--- config.mk ---
export PLATFORM = sky130hd
export DESIGN_NAME = pbct_ctrl
export DESIGN_NICKNAME = d
export VERILOG_FILES = /design/src/rtl/pbct_pkg.sv /design/src/rtl/pbct_ctrl.sv
export SDC_FILE = /design/constraint.sdc
export NUM_CORES = 1
export LEC_CHECK = 0
export BUFFER_PORTS_ARGS = -buffer_cell sky130_fd_sc_hd__buf_2
export CAP_MARGIN = 20
export CORE_AREA = 2 2 39 41
export CTS_CLUSTER_SIZE = 30
export DETAILED_ROUTE_END_ITERATION = 16
export DIE_AREA = 0 0 41 43
export SYNTH_ARGS = -nofsm -noshare
export SYNTH_HDL_FRONTEND = slang
export SYNTH_SLANG_ARGS = --single-unit
--- constraint.sdc ---
create_clock -name clk -period 1.33 [get_ports clk]
set_clock_uncertainty 0.15 [all_clocks]
set_input_delay 0.133 -clock clk [delete_from_list [all_inputs] [get_ports clk]]
set_output_delay 0.133 -clock clk [all_outputs]
set_load 0.01 [all_outputs]
--- src/rtl/pbct_pkg.sv ---
package pbct_pkg;

  // Geometry of the object: pieces per block and bytes per piece are powers of two.
  localparam int PIECES_PER_BLOCK = 256;
  localparam int PIECE_BYTES      = 1024;
  localparam int PIECE_SH         = 10;
  localparam int PIECE_W          = 8;
  localparam int BLOCK_SH         = PIECE_SH + PIECE_W;

  // Field widths.
  localparam int OFF_W  = 28;
  localparam int LEN_W  = 29;
  localparam int SIZE_W = 29;
  localparam int POS_W  = 30;
  localparam int BLK_W  = POS_W - BLOCK_SH;

  // Command kinds.
  localparam logic KIND_MARK  = 1'b0;
  localparam logic KIND_QUERY = 1'b1;

  // Result status codes.
  localparam logic [1:0] ST_OK      = 2'd0;
  localparam logic [1:0] ST_ZERO    = 2'd1;
  localparam logic [1:0] ST_BEYOND  = 2'd2;

  typedef struct packed {
    logic             kind;
    logic [OFF_W-1:0] byte_offset;
    logic [LEN_W-1:0] byte_length;
  } pbct_cmd_t;

  typedef struct packed {
    logic       ready_res;
    logic [1:0] status;
  } pbct_res_t;

  typedef enum logic [2:0] {
    S_CLEAR,
    S_IDLE,
    S_SETUP,
    S_READ,
    S_MODIFY,
    S_FINISH
  } pbct_state_t;

  // Commands from the controller to the datapath.
  typedef struct packed {
    logic clear;
    logic load;
    logic setup;
    logic rd;
    logic modify;
    logic finish;
  } pbct_ctl_t;

  // Status from the datapath to the controller.
  typedef struct packed {
    logic clear_last;
    logic skip;
    logic last;
  } pbct_sts_t;

endpackage

--- src/rtl/pbct_ctrl.sv ---
module pbct_ctrl (
  input  logic               clk,
  input  logic               rst,
  input  logic               start,
  input  pbct_pkg::pbct_sts_t sts,
  output pbct_pkg::pbct_ctl_t ctl,
  output logic               busy
);

  pbct_pkg::pbct_state_t state, state_next;

  always_ff @(posedge clk) begin
    if (rst) begin
      state <= pbct_pkg::S_CLEAR;
    end else begin
      state <= state_next;
    end
  end

  always_comb begin
    state_next = state;
    ctl        = '0;
    busy       = 1'b1;
    case (state)
      pbct_pkg::S_CLEAR: begin
        ctl.clear = 1'b1;
        if (sts.clear_last) begin
          state_next = pbct_pkg::S_IDLE;
        end
      end
      pbct_pkg::S_IDLE: begin
        busy = 1'b0;
        if (start) begin
          ctl.load   = 1'b1;
          state_next = pbct_pkg::S_SETUP;
        end
      end
      pbct_pkg::S_SETUP: begin
        ctl.setup  = 1'b1;
        state_next = sts.skip ? pbct_pkg::S_FINISH : pbct_pkg::S_READ;
      end
      pbct_pkg::S_READ: begin
        ctl.rd     = 1'b1;
        state_next = pbct_pkg::S_MODIFY;
      end
      pbct_pkg::S_MODIFY: begin
        ctl.modify = 1'b1;
        if (sts.last) begin
          ctl.finish = 1'b1;
          state_next = pbct_pkg::S_IDLE;
        end else begin
          state_next = pbct_pkg::S_READ;
        end
      end
      pbct_pkg::S_FINISH: begin
        ctl.finish = 1'b1;
        state_next = pbct_pkg::S_IDLE;
      end
      default: begin
        state_next = pbct_pkg::S_IDLE;
      end
    endcase
  end

endmodule

==> impl_metrics.toml <==
[yosys]
ys.warnings.count = 0
yosysTopAreaCell = "dfxtp_1"
synth_area_um2 = 186
ys_top_cells_by_area = "dfxtp_1 32%, nor2_1 12%, nor4b_2 8.1%"
synth_fp_nets = 31
syn_avg_cell_area_um2 = 7.46
synth_top_area_share_pct = 32.2
yosysUniqueCellTypes = 15
synthCells = 25
synth-seq-area-share_pct = 32.2
synth-seq-cells = 3

[route]
wl_met2_um = 238
routed_wl_um = 485
vias = 225
routed.top_layer = "met3"
drt-wirelength-per-cell_um = 8.51
drc = 0
wl_met1_um = 206
drt_iter0_drc = 4
dr.pass1.iters = 4
routed_via_density = 3.95
dr_wl_met3_um = 40
ant_nets = 0

[clocking]
cts-root-buf = "clkbuf_4"
clk_latency_ns = 0.23
numCtsBuffers = 3
clock_sinks = 3
h-tree-depth = 1
post_cts_buffers = 0
clk_path_buf_depth = 2
cts.clk_slew.worst_paths_ns = 0.04
cts_tree = "yes"

[floorplanning]
num_io_pins = 13
start_util_pct = 13.5
num_rows = 14
coreArea_um2 = 1380
die-area_um2 = 1760
die_w_um = 41
die_h_um = 43

[global_routing]
grt_max_degree = 13
antenna_found_initial = 0
grt_pass1_vias = 174
grt.total_usage_pct = 6.61
grt_pass1_wl_um = 696
grt-ovfl-total = 0

[final_layout]
largest_reg_flops = 3
area.growth.synth_to_final_pct = 72.5
design_area_um2 = 322
ff_latch_area_um2 = 68.8
largestRegisters = "state x3"
multiInputGateArea_um2 = 133
final_cells = 57
drive_gt1_share_pct = 53.7
top_register = "state"
fin_util_pct = 23.2
fillerInstances = 163
antennaDiodeCount = 0
final_nets = 48

[timing]
finalHoldViolCount = 0
worst_pin_slew_ns = 0.189
slew_viol_final = 0
period_minus_slack_ns = 1.31
setup_viol_count_final = 0
rsz0062_at_grt = "yes"
holdWs_ns = 0.0347
finalCritPeriodShare_pct = 98.2
fmax_mhz = 765
slew_headroom_pct = 87.4

[setup_path]
crit_path_max_incr_delay_ns = 0.40
arrival_ns = 1.02
path_cells = "nor2_1, nor3b_1, buf_2"
critPathLaunchType = "register"
critPathCaptureType = "output pin"
crit_type = "register to output pin"
path_max_fanout = 12
slowest_stage = "dfxtp_4"
crit_required_ns = 1.05

[placed_design]
dp.cells = 52
place.gp.congestion = 0.633
place_hpwl_um = 352
portBuffers = 12
placed_area_um2 = 262

[power]
finalPower_uw = 332
max-vdd-ir-drop_mv = 0.282
powerDensity_nw_per_um2 = 1030
leakage_uw = 0.000145

[outcome]
outcome = "complete, no violations"

[run]
cap_viol_max_count = 0

[min_path]
hold_path_class = "primary input to register"
synthesized netlist by cell type (all sizes together):
library cell,number
a31oi,1
inv,1
o21ai,1
nor4b,1
nor3,2
buf,1
nor3b,2
nand2,1
and3,1
or3,1
nor2,6
a21oi,2
nand2b,2
dfxtp,3
worst paths after layout:
check                           startpoint        to  slack, ns  depth (start not counted)
worst max register to register    state[0]  state[0]       0.16                          3
worst max-delay path              state[0]    ctl[0]       0.02                          3
worst min-delay path                sts[0]  state[1]       0.03                          3
worst min register to register    state[1]  state[2]       0.38                          2
worst max-delay path, delay by kind of cell, from the launching register on:
| family | cells | cell delay (ns) |
|---|---|---|
| DFF | 1 | 0.40 |
| and+or+nand+nor | 2 | 0.23 |
| buffers and inverters | 1 | 0.16 |
metal layers:
metal / track usage, % / vias to the layer above
met5: 0 / -
met4: 8.00 / 0
met3: 4.71 / 0
met2: 7.81 / 7
met1: 6.39 / 98
li1: - / 120
placed cells by master, fill, tap and decap left out, drive strengths merged:
master,synthesis,layout
nand2b,2,2
nor3,2,2
and3,1,1
a31oi,1,1
clkbuf,0,4
dlygate4sd3,0,1
nand2,1,1
nor4b,1,1
or3,1,1
buf,1,12
inv,1,1
nor2,6,6
a21oi,2,2
nor3b,2,2
dfxtp,3,3
o21ai,1,1
final cells by class:
class | count | share of cell area, %
inverter | 1 | 1.17
multi-input combinational | 20 | 41.2
clock buffer | 4 | 8.17
tap | 16 | 6.23
sequential | 3 | 21.4
timing repair buffer | 13 | 21.8
cells by family after synthesis:
kind of cell / count (synthesis) / share of synthesized area [%]
DFF: 3 / 32.2
buffers and inverters: 2 / 4.69
and+or+nand+nor: 16 / 51.7
AOI/OAI and AO/OA: 4 / 11.4
where the power goes:
group | switching [uW] | internal [uW]
registers | 16.4 | 96.5
logic | 27.9 | 32.9
clock network | 46.4 | 112
total | 90.7 | 242
through the flow:
stage	setup WS [ns]	setup TNS, ns
CTS	0.00369	0
finish	0.0235	0
global placement	0.114	0
detailed placement	0.0921	0
global route	-0.0382	-0.0493
floorplan	0.162	0
timing repair:
action / in CTS / in global routing
hold buffers: 1 / 0
gates cloned: 0 / 0
gates resized for setup: 4 / 4
setup endpoints to repair: 5 / 4
hold endpoints to repair: 3 / 0
Power figures use the tool's default switching activity.
